[src/design/assert_macros.svh]
// assertion macros used by the csv field parser
`ifndef ASSERT_MACROS_SVH
`define ASSERT_MACROS_SVH

// property that must hold at every clock edge out of reset
`define ASSERT_ALWAYS(label, prop, msg) \
  label: assert property (@(posedge clk) disable iff (!rst_n) (prop)) else $error(msg);

// implication checked at every clock edge out of reset
`define ASSERT_IMPLY(label, ante, cons, msg) \
  label: assert property (@(posedge clk) disable iff (!rst_n) (ante) |-> (cons)) \
    else $error(msg);

`endif

[src/design/csv_pkg.sv]
// types, constants and helper functions of the csv field parser
package csv_pkg;

  localparam logic [7:0] CH_COMMA = 8'h2C;
  localparam logic [7:0] CH_QUOTE = 8'h22;

  localparam int unsigned FIFO_DEPTH = 4;
  localparam int unsigned PTR_W      = $clog2(FIFO_DEPTH);
  localparam int unsigned CNT_W      = $clog2(FIFO_DEPTH + 1);

  typedef struct packed {
    logic [7:0] data;
    logic       valid;
    logic       fend;
    logic       rend;
  } res_t;

  typedef struct packed {
    res_t       r0;
    res_t       r1;
    logic [1:0] n;
  } emit_t;

  function automatic res_t mk_res(logic [7:0] b, logic v, logic fe, logic re);
    res_t r;
    r.data  = v ? b : 8'h00;
    r.valid = v;
    r.fend  = fe;
    r.rend  = re;
    return r;
  endfunction

  // close a field with the first cnt held bytes, collapsing a quote pair
  function automatic emit_t flush(logic [1:0] cnt, logic re, logic [7:0] h0, logic [7:0] h1);
    emit_t e;
    e = '0;
    if (cnt == 2'd0) begin
      e.r0 = mk_res(8'h00, 1'b0, 1'b1, re);
      e.n  = 2'd1;
    end else if (cnt == 2'd1) begin
      e.r0 = mk_res(h0, 1'b1, 1'b1, re);
      e.n  = 2'd1;
    end else if (h0 == CH_QUOTE && h1 == CH_QUOTE) begin
      e.r0 = mk_res(CH_QUOTE, 1'b1, 1'b1, re);
      e.n  = 2'd1;
    end else begin
      e.r0 = mk_res(h0, 1'b1, 1'b0, 1'b0);
      e.r1 = mk_res(h1, 1'b1, 1'b1, re);
      e.n  = 2'd2;
    end
    return e;
  endfunction

endpackage

[src/design/csv_field_parser.sv]
// csv field parser top level: byte parser and result queue
// Takes one record byte per transfer and streams field content bytes with field and record end
// marks; a quoted field loses its opening and final bytes and doubled quotes collapse. A byte is
// taken every cycle while the four-entry result queue has room for two results; each byte
// yields zero, one or two results, and the queue drains one result per cycle while out_ready
// is high, so the sustained rate is one byte per cycle whenever bytes average at most one result
// each and out_ready stays high. A result is written into the queue when its byte is taken.
`include "assert_macros.svh"

module csv_field_parser (
  input  logic       clk,
  input  logic       rst_n,
  input  logic       in_valid,
  output logic       in_ready,
  input  logic [7:0] in_byte,
  input  logic       in_record_last,
  output logic       out_valid,
  input  logic       out_ready,
  output logic [7:0] out_byte,
  output logic       out_byte_valid,
  output logic       out_field_end,
  output logic       out_record_end
);

  logic       quoted_r, quoted_nxt;
  logic       start_r, start_nxt;
  logic       parity_r, parity_nxt;
  logic       odd_r, odd_nxt;
  logic [1:0] hcnt_r, hcnt_nxt;
  logic [7:0] hold0_r, hold0_nxt;
  logic [7:0] hold1_r, hold1_nxt;

  csv_pkg::res_t                  fifo_r [csv_pkg::FIFO_DEPTH];
  logic [csv_pkg::PTR_W-1:0]      wp_r, wp_nxt;
  logic [csv_pkg::PTR_W-1:0]      rp_r, rp_nxt;
  logic [csv_pkg::CNT_W-1:0]      cnt_r, cnt_nxt;

  csv_pkg::emit_t em;
  logic           in_xfer;
  logic           out_xfer;
  logic [1:0]     fl_cnt;
  csv_pkg::res_t  head;

  assign in_ready = (cnt_r <= csv_pkg::CNT_W'(csv_pkg::FIFO_DEPTH - 2));
  assign in_xfer  = in_valid && in_ready;
  assign out_valid = (cnt_r != '0);
  assign out_xfer  = out_valid && out_ready;

  assign head           = fifo_r[rp_r];
  assign out_byte       = head.data;
  assign out_byte_valid = head.valid;
  assign out_field_end  = head.fend;
  assign out_record_end = head.rend;

  assign fl_cnt = (hcnt_r != 2'd0) ? hcnt_r - 2'd1 : 2'd0;

  // per-byte parse
  always_comb begin
    quoted_nxt = quoted_r;
    start_nxt  = start_r;
    parity_nxt = parity_r;
    odd_nxt    = odd_r;
    hcnt_nxt   = hcnt_r;
    hold0_nxt  = hold0_r;
    hold1_nxt  = hold1_r;
    em         = '0;
    if (quoted_r) begin
      if (odd_r && in_byte == csv_pkg::CH_COMMA) begin
        em = csv_pkg::flush(fl_cnt, 1'b0, hold0_r, hold1_r);
        if (in_record_last) begin
          em.r1 = csv_pkg::mk_res(8'h00, 1'b0, 1'b1, 1'b1);
          em.n  = 2'd2;
        end
        quoted_nxt = 1'b0;
        start_nxt  = 1'b1;
        parity_nxt = 1'b0;
        odd_nxt    = 1'b0;
        hcnt_nxt   = 2'd0;
      end else if (in_record_last) begin
        em         = csv_pkg::flush(hcnt_r, 1'b1, hold0_r, hold1_r);
        quoted_nxt = 1'b0;
        start_nxt  = 1'b1;
        parity_nxt = 1'b0;
        odd_nxt    = 1'b0;
        hcnt_nxt   = 2'd0;
      end else begin
        if (in_byte == csv_pkg::CH_QUOTE) begin
          parity_nxt = ~parity_r;
          odd_nxt    = ~parity_r;
        end else begin
          odd_nxt = 1'b0;
        end
        if (hcnt_r == 2'd2) begin
          em.r0 = csv_pkg::mk_res(hold0_r, 1'b1, 1'b0, 1'b0);
          em.n  = 2'd1;
          if (hold0_r == csv_pkg::CH_QUOTE && hold1_r == csv_pkg::CH_QUOTE) begin
            hold0_nxt = in_byte;
            hcnt_nxt  = 2'd1;
          end else begin
            hold0_nxt = hold1_r;
            hold1_nxt = in_byte;
          end
        end else if (hcnt_r == 2'd1) begin
          hold1_nxt = in_byte;
          hcnt_nxt  = 2'd2;
        end else begin
          hold0_nxt = in_byte;
          hcnt_nxt  = 2'd1;
        end
      end
    end else if (start_r && in_byte == csv_pkg::CH_QUOTE) begin
      if (in_record_last) begin
        em.r0 = csv_pkg::mk_res(8'h00, 1'b0, 1'b1, 1'b1);
        em.n  = 2'd1;
      end else begin
        quoted_nxt = 1'b1;
        start_nxt  = 1'b0;
        parity_nxt = 1'b0;
        odd_nxt    = 1'b0;
        hcnt_nxt   = 2'd0;
      end
    end else if (in_byte == csv_pkg::CH_COMMA) begin
      em.r0 = csv_pkg::mk_res(8'h00, 1'b0, 1'b1, 1'b0);
      em.n  = 2'd1;
      if (in_record_last) begin
        em.r1 = csv_pkg::mk_res(8'h00, 1'b0, 1'b1, 1'b1);
        em.n  = 2'd2;
      end
      start_nxt  = 1'b1;
      parity_nxt = 1'b0;
      odd_nxt    = 1'b0;
      hcnt_nxt   = 2'd0;
    end else begin
      em.r0     = csv_pkg::mk_res(in_byte, 1'b1, in_record_last, in_record_last);
      em.n      = 2'd1;
      start_nxt = in_record_last;
    end
  end

  // result queue pointers
  always_comb begin
    wp_nxt  = wp_r;
    rp_nxt  = rp_r;
    cnt_nxt = cnt_r;
    if (in_xfer) begin
      wp_nxt = wp_r + csv_pkg::PTR_W'(em.n);
    end
    if (out_xfer) begin
      rp_nxt = rp_r + 1'b1;
    end
    cnt_nxt = cnt_r + (in_xfer ? csv_pkg::CNT_W'(em.n) : '0)
            - (out_xfer ? csv_pkg::CNT_W'(1) : '0);
  end

  always_ff @(posedge clk) begin
    if (!rst_n) begin
      quoted_r <= 1'b0;
      start_r  <= 1'b1;
      parity_r <= 1'b0;
      odd_r    <= 1'b0;
      hcnt_r   <= 2'd0;
      wp_r     <= '0;
      rp_r     <= '0;
      cnt_r    <= '0;
    end else begin
      if (in_xfer) begin
        quoted_r <= quoted_nxt;
        start_r  <= start_nxt;
        parity_r <= parity_nxt;
        odd_r    <= odd_nxt;
        hcnt_r   <= hcnt_nxt;
      end
      wp_r  <= wp_nxt;
      rp_r  <= rp_nxt;
      cnt_r <= cnt_nxt;
    end
  end

  always_ff @(posedge clk) begin
    if (in_xfer) begin
      hold0_r <= hold0_nxt;
      hold1_r <= hold1_nxt;
      if (em.n != 2'd0) begin
        fifo_r[wp_r] <= em.r0;
      end
      if (em.n == 2'd2) begin
        fifo_r[wp_r + 1'b1] <= em.r1;
      end
    end
  end

  `ASSERT_ALWAYS(a_cnt_bound, cnt_r <= csv_pkg::CNT_W'(csv_pkg::FIFO_DEPTH), "queue overflow")
  `ASSERT_ALWAYS(a_hcnt_bound, hcnt_r != 2'd3, "hold count out of range")
  `ASSERT_IMPLY(a_hold_empty, !quoted_r, hcnt_r == 2'd0, "bytes held outside quoted mode")
  `ASSERT_IMPLY(a_rec_field, out_valid && out_record_end, out_field_end, "lone record end")
  `ASSERT_ALWAYS(a_ptr_gap, wp_r == rp_r + csv_pkg::PTR_W'(cnt_r), "queue pointers off")

endmodule

[config.mk]
export PLATFORM = sky130hd
export DESIGN_NAME = csv_field_parser
export DESIGN_NICKNAME = d
export VERILOG_FILES = /design/src/design/csv_pkg.sv /design/src/design/csv_field_parser.sv
export VERILOG_INCLUDE_DIRS = /design/src /design/src/design
export SDC_FILE = /design/constraint.sdc
export NUM_CORES = 1
export LEC_CHECK = 0
export ABC_AREA = 1
export BUFFER_PORTS_ARGS = -buffer_cell sky130_fd_sc_hd__buf_2
export CORE_UTILIZATION = 35
export CTS_CLUSTER_SIZE = 10
export DETAILED_ROUTE_END_ITERATION = 12
export SLEW_MARGIN = 10
export SYNTH_ARGS = -nofsm -noshare
export SYNTH_HDL_FRONTEND = slang
export SYNTH_SLANG_ARGS = --single-unit
[constraint.sdc]
create_clock -name clk -period 4.2 [get_ports clk]
set_input_delay 0.84 -clock clk [delete_from_list [all_inputs] [get_ports clk]]
set_output_delay 0.84 -clock clk [all_outputs]
set_load 0.01 [all_outputs]
# Word-level counts from Yosys, hierarchy flattened

Memory sizes are Yosys's and may differ from the RTL's. A register that Yosys moved wholly into a read port is not among the register bits.
Index checks and enable logic that the tools add are counted.

Input port bits: 13
Bits in registers: 29
Word-level logic and storage cells: 133
Memory bits (writable): 44
Memories kept: 1

Muxes and demuxes: 80
Equal/unequal tests: 14
Bitwise logic cells: 3
Reduce and logical (&&, ||, !) cells: 18
Order comparisons: 1
Add/subtract/negate cells: 6

Memories:

| memory | words | width | read ports | clocked after memory_dff | write ports | line                   | RTL |
|---|---|---|---|---|---|---|---|
| fifo_r | 4     | 11    | 1          | 1                        | 2           | csv_field_parser.sv:33 | `csv_pkg::res_t fifo_r [csv_pkg::FIFO_DEPTH];` |

Operators by type and width:

| operator                                                                          | count |
|---|---|
| 11-bit two-way mux                                                                | 19 |
| 24-bit two-way mux                                                                | 2 |
| 8-bit two-way mux                                                                 | 6 |
| 2-bit two-way mux                                                                 | 22 |
| 8-bit by 6-bit == test with 1-bit output (second input constant)                  | 4 |
| 1-bit two-way mux                                                                 | 29 |
| 13-bit two-way mux                                                                | 1 |
| 4-bit AND reduction                                                               | 2 |
| 3-bit AND reduction                                                               | 2 |
| 6-bit AND reduction                                                               | 1 |
| 2-bit nonzero test                                                                | 3 |
| 3-bit nonzero test                                                                | 2 |
| 1-bit logical AND                                                                 | 5 |
| 5-bit != test (second input constant)                                             | 1 |
| 5-bit AND reduction                                                               | 1 |
| 2-bit by 1-bit adder with 2-bit output (second input constant)                    | 2 |
| 2-bit by 1-bit == test with 1-bit output (second input constant)                  | 2 |
| 2-bit == test (second input constant)                                             | 2 |
| 2-bit logical NOT                                                                 | 2 |
| 4-bit two-way mux                                                                 | 1 |
| 4-bit by 2-bit != test with 1-bit output (second input constant)                  | 1 |
| 3-bit by 2-bit adder with 3-bit output                                            | 1 |
| 3-bit by 2-bit less-or-equal comparator with 1-bit output (second input constant) | 1 |
| 3-bit by 2-bit != test with 1-bit output (second input constant)                  | 1 |
| other kinds (7)                                                                   | 9 |

# Longest topological paths before layout

Gate-level depths: netlist of run 1.

Depth after elaboration: 12
Depth in mapped cells: 18

# Worst setup path before layout of run 1

OpenSTA, ideal clock, no wires.

Path type: input port to flip-flop
Start: in in_byte[6]
End: reg cnt_r[2] in the netlist's numbering
Path slack: 1339 ps
Required time: 4083 ps
Stages on the path: 15
Data arrival time: 2744 ps
Cell sequence: inv_2 -> nand2_1 -> nor2_1 -> nand2_2 -> nor2_4 -> nand3_2 -> nor2_2 -> nor2_4 -> nor2_8 -> inv_1 -> ha_1 -> fa_1 -> xor2_1 -> inv_1 -> nor2_1

Longest elaborated chain between the ends: 7

RTL lines:

| item                                                               | line                                                                     | RTL |
|---|---|---|
| start, declared                                                    | csv_field_parser.sv:15                                                   | `input logic [7:0] in_byte,` |
| 8-bit by 6-bit == test with 1-bit output, on equally long branches | csv_field_parser.sv:68, csv_field_parser.sv:122, csv_field_parser.sv:111 |  |
| 2-bit two-way mux, or another cell as far along                    | csv_field_parser.sv:122                                                  | `end else if (in_byte == csv_pkg::CH_COMMA) begin` |
| 2-bit two-way mux or 24-bit two-way mux (tied branches)            | csv_field_parser.sv:111, csv_field_parser.sv:68                          |  |
| 24-bit two-way mux (*)                                             | csv_field_parser.sv:67                                                   | `if (quoted_r) begin` |
| 2-bit two-way mux (*)                                              | csv_field_parser.sv:151                                                  | `cnt_nxt = cnt_r + (in_xfer ? csv_pkg::CNT_W'(em.n) : '0)` |
| 3-bit by 2-bit adder with 3-bit output (*)                         | csv_field_parser.sv:151                                                  |  |
| 3-bit by 1-bit subtractor with 3-bit output (*)                    | csv_field_parser.sv:152                                                  | `- (out_xfer ? csv_pkg::CNT_W'(1) : '0);` |
| end signal, assigned                                               | csv_field_parser.sv:175                                                  | `cnt_r <= cnt_nxt;` |
| end, declared                                                      | csv_field_parser.sv:36                                                   | `logic [csv_pkg::CNT_W-1:0] cnt_r, cnt_nxt;` |

Mark *: on every way between the ends. The rest lies on a longest branch, timed or not.
A chain may end at the register's enable or synchronous reset.

# Worst setup path after layout of run 1

Start: in in_byte[1]
End: reg cnt_r[2] in the netlist's numbering

Same word-level chain as after synthesis.

==> out/metrics.csv, run 1 <==
stage,metric,value,unit
detailed_routing,routed vias,3338,
detailed_routing,Initial DRT Pass Iterations,5,
cts,clock sinks,75,
floorplanning,die area,12200,um^2
grt,gr busiest metal,met2,
sta,RSZ-0062 raised after global routing,false,
sta,min cycle time layout,2880,ps
grt,vias in the first global route,3078,
critical_path,CP max FO,7,
cts,hold buffer count at cts,0,
cts,htree depth,3,
sta,final hold vios,0,
place,placed insts,643,
sta,Worst Clk Skew,7.94,ps
critical_path,slowest cell delay on critical path,440,ps
cts,post_cts resized,0,
cts,root buf cell,clkbuf_16,
critical_path,CP endpoint kind,register,
detailed_routing,final wirelength,9470,um
min_path,Hold Path Class,register to register,
yosys,"Avg Cell Area, Syn",8.39,um^2
sta,"Slew Viols, Final",0,
detailed_routing,Routed Antenna Nets,0,
yosys,Mapped Area,4110,um^2
detailed_routing,via/cell ratio,5.07,
grt,largest net degree at the start of global routing,24,
floorplanning,# rows,39,
place,post-place setup slack,944,ps
pwr,Total Power,2.13,mW
grt,GRT overflow,0,
critical_path,"CP delay by family, top",simple AND/OR/NAND/NOR gates,
yosys,Post-Syn Nets,508,
pwr,Pwr Density,461,nW/um^2
critical_path,Critical Path Source,in_byte[1],
yosys,Yosys top cell by area,edfxtp_1,
place,cell area after placement,4310,um^2
critical_path,critical path class,input port to register,
critical_path,required time worst endpoint,4430,ps
finish,P&R area growth vs syn,12.4,%
detailed_routing,1st-iter DRT viols,185,
sta,crit share post-route,68.6,%
pwr,clock share of power,38.8,%
critical_path,crit start category,input port,
sta,hold_ws,467,ps
floorplanning,die width,110,um
yosys,area share of the largest cell type after synthesis,43.8,%
critical_path,RR Startpoint,quoted_r,
cts,CTS tree,built,
place,routability cong.,0.837,
cts,clk_lat worst skew,340,ps
pwr,Int Pwr,1.53,mW
sta,final setup margin,1320,ps
finish,Finished Layout Cells,659,
grt,GRT met3 Usage,3.00,%
grt,GRT Util Overall,17.1,%
floorplanning,CORE AREA,11400,um^2
job,MaxCap Viol Count,0,
place,HPWL after DPL,6700,um
yosys,Post-synth EDFFs,60,
critical_path,CP bufs+invs,4,
finish,layout cell share with drive strength beyond 1,14.3,%
grt,met1 global-route usage,21.0,%
min_path,HP Start,rp_r[1],
detailed_routing,wire per inst,14.4,um
floorplanning,IO Count,26,
cts,post-CTS setup buffer count,0,
sta,Setup-failing EPs final,0,
finish,design area,4620,um^2
grt,initial antenna violation count,0,
floorplanning,Die Span Y,110,um
cts,Max Buffers Root-to-Sink,2,
yosys,"Distinct cells, synth",33,
finish,Final nets,529,
grt,first-pass GRT wire length,15200,um
sta,fmax,347,MHz
floorplanning,Initial Utilization,36.0,%
pwr,Seq pwr share,42.1,%
yosys,Synth warnings,0,
yosys,#FFs+latches synth,75,
yosys,Area contributors post-synth,"edfxtp_1, nand2_1, dfxtp_1, o21ai_0, nor2_1",
cts,Num CTS Buffers,9,
pwr,Logic pwr share,19.0,%
grt,GRT met2 Usage,28.3,%
run_status,status,completed,
pwr,P_sw,0.605,mW
yosys,"Primary FF master, synth",edfxtp_1,
critical_path,Crit-path slowest cell,fa_1,
finish,Diodes inserted,0,
yosys,register area share after synthesis,51.1,%
cts,clk slew on worst S/H paths,60,ps
place,IO buf count,25,
pwr,maximum VDD drop,0.205,mV
yosys,Synth async-reset ratio,0,%
critical_path,crit path DAT,3110,ps
critical_path,cells along the critical path,buf_2 -> inv_2 -> nand2_1 -> nor2_1 -> nand2_2 -> nor2_4 -> nand3_2 -> nor2_2 -> nor2_4 -> nor2_8 -> inv_1 -> ha_1 -> fa_1 -> xor2_1 -> inv_1 -> nor2_1,
detailed_routing,DR DRC count,0,
yosys,post-synthesis cell count,490,
sta,Worst-Margin Slew,770,ps
sta,setup_tns,0,ps
pwr,switching share of power,28.4,%
finish,Layout Utilization,40.5,%
pwr,LEAKAGE,1.91,nW
sta,Rel. slew slack,48.2,%
worst register-to-register path, delay by kind of cell (launching register included):
kind | cells | cell delay [ps]
and+or+nand+nor | 4 | 1280
DFF | 1 | 790
buffers and inverters | 2 | 370
layout make-up:
| class | instances | area [um^2] |
|---|---|---|
| Clock buffer | 9 | 225 |
| Clock inverter | 7 | 91.3 |
| Fill cell | 1162 | 6800 |
| Inverter | 57 | 214 |
| Multi-Input combinational cell | 341 | 1670 |
| Sequential cell | 75 | 2100 |
| Tap cell | 143 | 179 |
| Timing Repair Buffer | 27 | 140 |
cell usage after synthesis (4+ instances only):
cell and count:
buf_6 8, nand4_1 5, nand2_2 6, inv_2 9, a21oi_1 9, ha_1 4
dfxtp_1 15, edfxtp_1 60, nor2_2 6, o21ai_1 39, nand2_1 111, inv_1 48
nand2_4 4, o21ai_0 49, o22ai_1 11, clkbuf_1 8, nand3_1 17, nor2_1 61
cells by family (layout without fill, tap and decap cells):
family	after synthesis	in the layout	synth area share, %
AO/OA/AOI/OAI	116	116	15.2
XOR/XNOR	2	2	0.426
adder cells (fa/ha/maj)	5	5	1.70
buffers and inverters	74	100	8.25
flip-flops	75	75	51.1
AND/OR/NAND/NOR	218	218	23.3
metal layers:
metal / vias up / part of all wire [%]
li1: 1685 / -
met4: 0 / 2.6
met1: 1553 / 45
met5: - / 0
met3: 14 / 4.6
met2: 86 / 47
cells in the final DEF (no fill, tap or decap), types with 2 or more instances in the layout:
master | netlist | routed
nand2_1 | 111 | 111
o22ai_1 | 11 | 11
ha_1 | 4 | 4
o31ai_1 | 2 | 2
nand4_1 | 5 | 5
o32ai_1 | 2 | 2
clkinv_2 | 0 | 2
nand3_1 | 17 | 17
dfxtp_1 | 15 | 15
buf_2 | 1 | 25
nor2_4 | 2 | 2
nand2_4 | 4 | 4
o21ai_0 | 49 | 49
inv_1 | 48 | 48
edfxtp_1 | 60 | 60
nand2_2 | 6 | 6
a21oi_1 | 9 | 9
nor2_2 | 6 | 6
a21oi_2 | 2 | 2
nor2_1 | 61 | 61
clkbuf_16 | 0 | 9
bufinv_16 | 0 | 2
inv_2 | 9 | 9
o21ai_1 | 39 | 39
nor3_1 | 2 | 2
buf_4 | 0 | 2
power by group through the flow:
stage                     registers (mW)  clock network, mW  logic, mW
after global routing               0.905              0.867      0.468
after CTS                          0.899              0.840      0.415
after global placement             0.913                  0      0.406
final                              0.898              0.828      0.406
after detailed placement           0.915                  0      0.413
after floorplan                    0.905                  0      0.274
registers in the layout, indices dropped and copies added (netlist names), 2 cells and up, named ones only:
name     count
fifo_r      44
hcnt_r       2
rp_r         2
wp_r         2
hold1_r      8
cnt_r        3
hold0_r      8
path summary, 6_finish.rpt:
kind	to	slack [ps]	cells past startpoint
max	cnt_r[2]	1320	16
min	rp_r[1]	470	2
max reg2reg	hold0_r[4]	1390	6
min reg2reg	rp_r[1]	470	2
(Power assumes the default switching activity.)
==> inputs of run 2 (changes only) <==
clock period = 2.7 ns   (was 4.2 ns; I/O delays follow)
==> run 2 against run 1 <==
  * First-iteration DRC count is 25% lower
  * Non-clock buffer count is 33 higher
  * Die area stayed put
  * Sequential share of layout area is 2.6 points lower
  * Via count is 0.99% higher
  * Critical path type is now register to register
  * Largest cell class unchanged
  * Highest routed layer unchanged
==> out/metrics.csv, run 2 (synthesized netlist as in run 1, its figures left out) <==
stage,metric,value,unit,change
grt,gr busiest metal,met2,,
detailed_routing,Routed Antenna Nets,0,,unchanged
critical_path,cells along the critical path,nor2_1 -> inv_1 -> nor2_1 -> nand2_1 -> nor2_4 -> nor2_4 -> nand2_2 -> nand3_2 -> nand3_2 -> nand4_1 -> ha_1 -> inv_1 -> ha_1 -> inv_1 -> fa_2 -> xor2_1 -> inv_1 -> nor2_1,,
detailed_routing,1st-iter DRT viols,139,,-25%
place,IO buf count,25,,unchanged
pwr,Int Pwr,2.23,mW,+46%
finish,Final nets,562,,+6.2%
cts,Max Buffers Root-to-Sink,2,,unchanged
detailed_routing,DR DRC count,0,,unchanged
sta,RSZ-0062 raised after global routing,true,,
pwr,Pwr Density,644,nW/um^2,+40%
cts,root buf cell,clkbuf_16,,
finish,FILL cells,1156,,-0.52%
critical_path,Crit-path slowest cell,edfxtp_1,,
critical_path,critical path class,register to register,,
place,routability cong.,0.856,,+2.2%
place,HPWL after DPL,6840,um,+2.2%
cts,Num CTS Buffers,9,,unchanged
critical_path,Crit path top cell by count,inv_1,,
pwr,switching share of power,29.3,%,+0.95 points
pwr,Total Power,3.16,mW,+48%
grt,first-pass GRT wire length,15700,um,+3.5%
detailed_routing,via/cell ratio,4.87,,-3.8%
sta,"Slew Viols, Final",0,,unchanged
sta,crit share post-route,93.6,%,
grt,met1 global-route usage,22.5,%,+1.5 points
finish,design area,4900,um^2,+6.0%
finish,largest register by flop count,fifo_r,,
pwr,Logic pwr share,21.6,%,+2.6 points
run_status,status,completed,,
job,MaxCap Viol Count,0,,unchanged
floorplanning,Die Span Y,110,um,unchanged
pwr,Seq pwr share,44.3,%,+2.2 points
finish,"commonest cells after routing, fill and taps aside","nand2_1, nor2_1, edfxtp_1",,
grt,GRT met2 Usage,28.4,%,+0.089 points
cts,clock sinks,75,,unchanged
place,post-place setup slack,-20.8,ps,-965 ps
sta,Setup-failing EPs final,0,,unchanged
detailed_routing,final wirelength,9430,um,-0.41%
pwr,maximum VDD drop,0.290,mV,+41%
finish,max reg flops,44,,unchanged
grt,vias in the first global route,3216,,+4.5%
grt,initial antenna violation count,0,,unchanged
critical_path,slowest cell delay on critical path,380,ps,-60 ps
critical_path,crit path DAT,2750,ps,-360 ps
min_path,Hold Path Class,input port to register,,
sta,Rel. slew slack,58.4,%,+10 points
pwr,clock share of power,34.1,%,-4.7 points
finish,Layout Utilization,42.9,%,+2.4 points
finish,Diodes inserted,0,,unchanged
grt,GRT Util Overall,17.4,%,+0.38 points
pwr,P_sw,0.925,mW,+53%
critical_path,CP endpoint kind,register,,
critical_path,crit start category,register,,
finish,Regs by FF count,"fifo_r (44), hold0_r (8), hold1_r (8)",,
floorplanning,die width,110,um,unchanged
cts,CTS tree,built,,
critical_path,CP max FO,3,,-4
cts,clk_lat worst skew,330,ps,about the same
floorplanning,Initial Utilization,36.0,%,unchanged
cts,clk slew on worst S/H paths,60,ps,about the same
grt,GRT met3 Usage,3.82,%,+0.82 points
detailed_routing,Initial DRT Pass Iterations,4,,-1
sta,Worst Clk Skew,7.47,ps,-0.472 ps
pwr,LEAKAGE,2.06,nW,+7.7%
detailed_routing,wire per inst,13.6,um,-5.2%
floorplanning,IO Count,26,,unchanged
finish,P&R area growth vs syn,19.1,%,
detailed_routing,routed vias,3371,,+0.99%
grt,largest net degree at the start of global routing,23,,-4.2%
sta,final hold vios,0,,unchanged
finish,layout cell share with drive strength beyond 1,20.0,%,+5.7 points
finish,"commonest non-fill, non-tap cell in the layout",nand2_1,,
critical_path,required time worst endpoint,2920,ps,-1510 ps
floorplanning,die area,12200,um^2,unchanged
place,cell area after placement,4560,um^2,+5.9%
sta,Worst-Margin Slew,623,ps,-147 ps
floorplanning,# rows,39,,unchanged
sta,final setup margin,173,ps,-1150 ps
sta,fmax,396,MHz,
floorplanning,CORE AREA,11400,um^2,unchanged
sta,min cycle time layout,2530,ps,
grt,GRT overflow,0,,unchanged
cts,htree depth,3,,unchanged
## run 2: metal layers
layer / up-vias / part of all wire (%)
met5: - / 0
met1: 1538 / 47
met2: 60 / 47
met3: 15 / 4.0
met4: 0 / 1.7
li1: 1758 / -
## run 2: path summary, 6_finish.rpt
| check | start | end | slack, ps | cells past startpoint |
|---|---|---|---|---|
| min | in_byte[6] | hold1_r[6] | 410 | 1 |
| max reg2reg | hold0_r[4] | cnt_r[2] | 170 | 18 |
| max | hold0_r[4] | cnt_r[2] | 170 | 18 |
| min reg2reg | parity_r | parity_r | 460 | 2 |
## run 2: repair_timing
| item | 4_1_cts | 5_1_grt |
|---|---|---|
| hold buffers | 0 | 0 |
| hold endpoints to repair | 0 | 0 |
| setup endpoints to repair | 0 | 2 |
| resized for setup | 0 | 8 |
| buffers inserted | 0 | 6 |
## run 2: stage by stage
| stage | TNS (ps) | instances | hold WS [ps] |
|---|---|---|---|
| floorplan | 0 | 490 | 434 |
| global route | -63.5 | 692 | 401 |
| CTS | 0 | 686 | 400 |
| detailed placement | -20.8 | 670 | 452 |
| finish | 0 | 692 | 406 |
| global placement | 0 | 670 | 444 |
## run 2: critical path: cells and delay by family (launching register included)
family	cells	cell delay [ps]
simple gates	10	900
fa+ha+maj	3	770
flops	1	380
buf+inv	4	230
xor+xnor	1	170
## run 2: final cells by class
class                   instances  area, um^2  area share (%)
clock buffers                  11         233            4.75
multi-input cells             341        1700            34.8
repair buffers                 60         438            8.94
clock inverters                 5        30.0           0.613
well taps                     143         179            3.65
flip-flops and latches         75        2100            42.9
inverters                      57         214            4.37
## run 2: power groups by stage
stage	logic (mW)	clock network (mW)	registers (mW)
CTS	0.690	1.09	1.40
global route	0.781	1.15	1.41
floorplan	0.426	0	1.41
finish	0.683	1.08	1.40
detailed placement	0.687	0	1.42
global placement	0.675	0	1.42
==> inputs of run 3 (changes only) <==
SETUP_SLACK_MARGIN = 0.2   (was unset)
clock period = 2.8 ns   (was 2.7 ns; I/O delays follow)
==> run 3 against run 2 <==
  * Worst hold slack gained 24 ps
  * Global-route usage shrank 0.097 points
  * Register-to-register slack gained 80 ps
  * First-iteration DRC count grew 60%
  * Highest routed layer unchanged
==> out/metrics.csv, run 3 (synthesized netlist as in run 1, its figures left out) <==
stage,metric,value,unit,change
critical_path,crit start category,register,,
critical_path,crit path DAT,2770,ps,+20 ps
detailed_routing,Routed Antenna Nets,0,,unchanged
cts,clk_lat worst skew,330,ps,about the same
finish,largest register by flop count,fifo_r,,
finish,Diodes inserted,0,,unchanged
cts,clock sinks,75,,unchanged
sta,fmax,393,MHz,-0.65%
grt,largest net degree at the start of global routing,23,,unchanged
sta,Rel. slew slack,50.6,%,-7.8 points
place,routability cong.,0.874,,+2.1%
finish,"commonest non-fill, non-tap cell in the layout",nand2_1,,
pwr,Seq pwr share,41.2,%,-3.1 points
job,MaxCap Viol Count,0,,unchanged
cts,htree depth,3,,unchanged
pwr,Logic pwr share,20.1,%,-1.5 points
cts,hold buffer count at cts,0,,unchanged
sta,RSZ-0062 raised after global routing,true,,
grt,vias in the first global route,3154,,-1.9%
grt,GRT Util Overall,17.3,%,-0.097 points
detailed_routing,routed vias,3399,,+0.83%
finish,layout cell share with drive strength beyond 1,19.9,%,-0.18 points
pwr,switching share of power,28.6,%,-0.70 points
pwr,clock share of power,38.8,%,+4.7 points
sta,final hold vios,0,,unchanged
grt,GRT overflow,0,,unchanged
finish,Final nets,557,,-0.89%
detailed_routing,DR DRC count,0,,unchanged
detailed_routing,via/cell ratio,4.95,,+1.6%
critical_path,CP endpoint kind,register,,
critical_path,Crit path top cell by count,inv_1,,
pwr,maximum VDD drop,0.334,mV,+15%
cts,root buf cell,clkbuf_16,,
place,HPWL after DPL,7030,um,+2.7%
sta,Worst-Margin Slew,735,ps,+111 ps
finish,Regs by FF count,"fifo_r (44), hold0_r (8), hold1_r (8)",,
finish,Seq. cell area,2100,um^2,unchanged
sta,Worst Clk Skew,5.46,ps,-2.00 ps
pwr,Pwr Density,667,nW/um^2,+3.5%
critical_path,cells along the critical path,inv_1 -> nand2_1 -> nor2_1 -> nand2_1 -> nor2_2 -> nor2_2 -> nand2_2 -> nand3_2 -> nand3_2 -> nand4_1 -> ha_1 -> inv_1 -> ha_1 -> inv_1 -> fa_1 -> xor2_1 -> inv_1 -> nor2_1,,
critical_path,slowest cell delay on critical path,440,ps,+60 ps
critical_path,"CP delay by family, top",simple AND/OR/NAND/NOR gates,,
finish,P&R area growth vs syn,19.4,%,
critical_path,CP bufs+invs,4,,unchanged
min_path,Hold Path Class,input port to register,,
finish,"commonest cells after routing, fill and taps aside","nand2_1, edfxtp_1, nor2_1",,
finish,multi-input logic area,1690,um^2,-0.88%
floorplanning,die area,12200,um^2,unchanged
place,IO buf count,25,,unchanged
detailed_routing,Initial DRT Pass Iterations,4,,unchanged
floorplanning,# rows,39,,unchanged
detailed_routing,final wirelength,9670,um,+2.6%
detailed_routing,wire per inst,14.1,um,+3.3%
sta,min cycle time layout,2540,ps,+16.6 ps
pwr,Int Pwr,2.34,mW,+4.7%
cts,Max Buffers Root-to-Sink,2,,unchanged
finish,max reg flops,44,,unchanged
critical_path,CP max FO,4,,+1
sta,setup_tns,0,ps,unchanged
grt,initial antenna violation count,0,,unchanged
cts,CTS tree,built,,
finish,FILL cells,1147,,-0.78%
sta,Setup-failing EPs final,0,,unchanged
floorplanning,Initial Utilization,36.0,%,unchanged
sta,"Slew Viols, Final",0,,unchanged
cts,clk slew on worst S/H paths,60,ps,about the same
cts,Num CTS Buffers,9,,unchanged
floorplanning,Die Span Y,110,um,unchanged
run_status,status,completed,,
floorplanning,die width,110,um,unchanged
sta,crit share post-route,90.8,%,-2.7 points
critical_path,critical path class,register to register,,
critical_path,Crit-path slowest cell,edfxtp_1,,
grt,first-pass GRT wire length,15900,um,+0.92%
floorplanning,CORE AREA,11400,um^2,unchanged
finish,Layout Utilization,43.0,%,+0.077 points
critical_path,required time worst endpoint,3020,ps,+100 ps
pwr,P_sw,0.936,mW,+1.2%
pwr,LEAKAGE,2.06,nW,about the same
detailed_routing,1st-iter DRT viols,222,,+60%
floorplanning,IO Count,26,,unchanged
run 3: final timing paths:
kind | from | end | slack [ps] | cells past startpoint
hold reg to reg | rp_r[1] | rp_r[1] | 470 | 2
hold / removal | in_byte[6] | hold1_r[6] | 430 | 1
setup reg to reg | hold0_r[3] | cnt_r[2] | 260 | 18
setup / recovery | hold0_r[3] | cnt_r[2] | 260 | 18
run 3: area by class of cell:
cell class / count / share of cell area, %
Sequential cell: 75 / 42.8
Clock buffer: 9 / 4.59
Multi-Input combinational cell: 341 / 34.4
Tap cell: 143 / 3.65
Inverter: 57 / 4.36
Timing Repair Buffer: 55 / 8.16
Clock inverter: 7 / 2.01
run 3: timing repair:
item / 4_1_cts / 5_1_grt
buffers inserted: 0 / 8
pin swaps: 0 / 5
gates resized for setup: 2 / 3
endpoints found under the setup margin: 1 / 2
run 3: power by group through the flow:
stage	Combinational (mW)	Clock (mW)	Sequential, mW
CTS	0.663	1.28	1.35
global placement	0.646	0	1.37
global route	0.750	1.33	1.36
finish	0.657	1.27	1.35
floorplan	0.411	0	1.36
detailed placement	0.663	0	1.37
run 3: stage by stage:
stage	setup WS [ps]	power, mW	hold slack, ps	std cells	area [um^2]
2_1_floorplan	219	1.77	434	490	4110
6_report	257	3.27	430	687	4910
5_1_grt	96.2	3.43	432	687	4910
3_3_place_gp	58.1	2.02	446	663	4510
3_5_place_dp	10.9	2.03	459	663	4510
4_1_cts	201	3.29	426	679	4830
run 3: metal layers:
layer / routed length (um) / GRT usage [%] / vias up / share of wire, %
met3: 508 / 2.82 / 13 / 5.3
met5: 0 / 0 / - / 0
met1: 4430 / 23.4 / 1557 / 46
met2: 4590 / 28.3 / 78 / 47
met4: 137 / 5.83 / 0 / 1.4
li1: - / - / 1751 / -
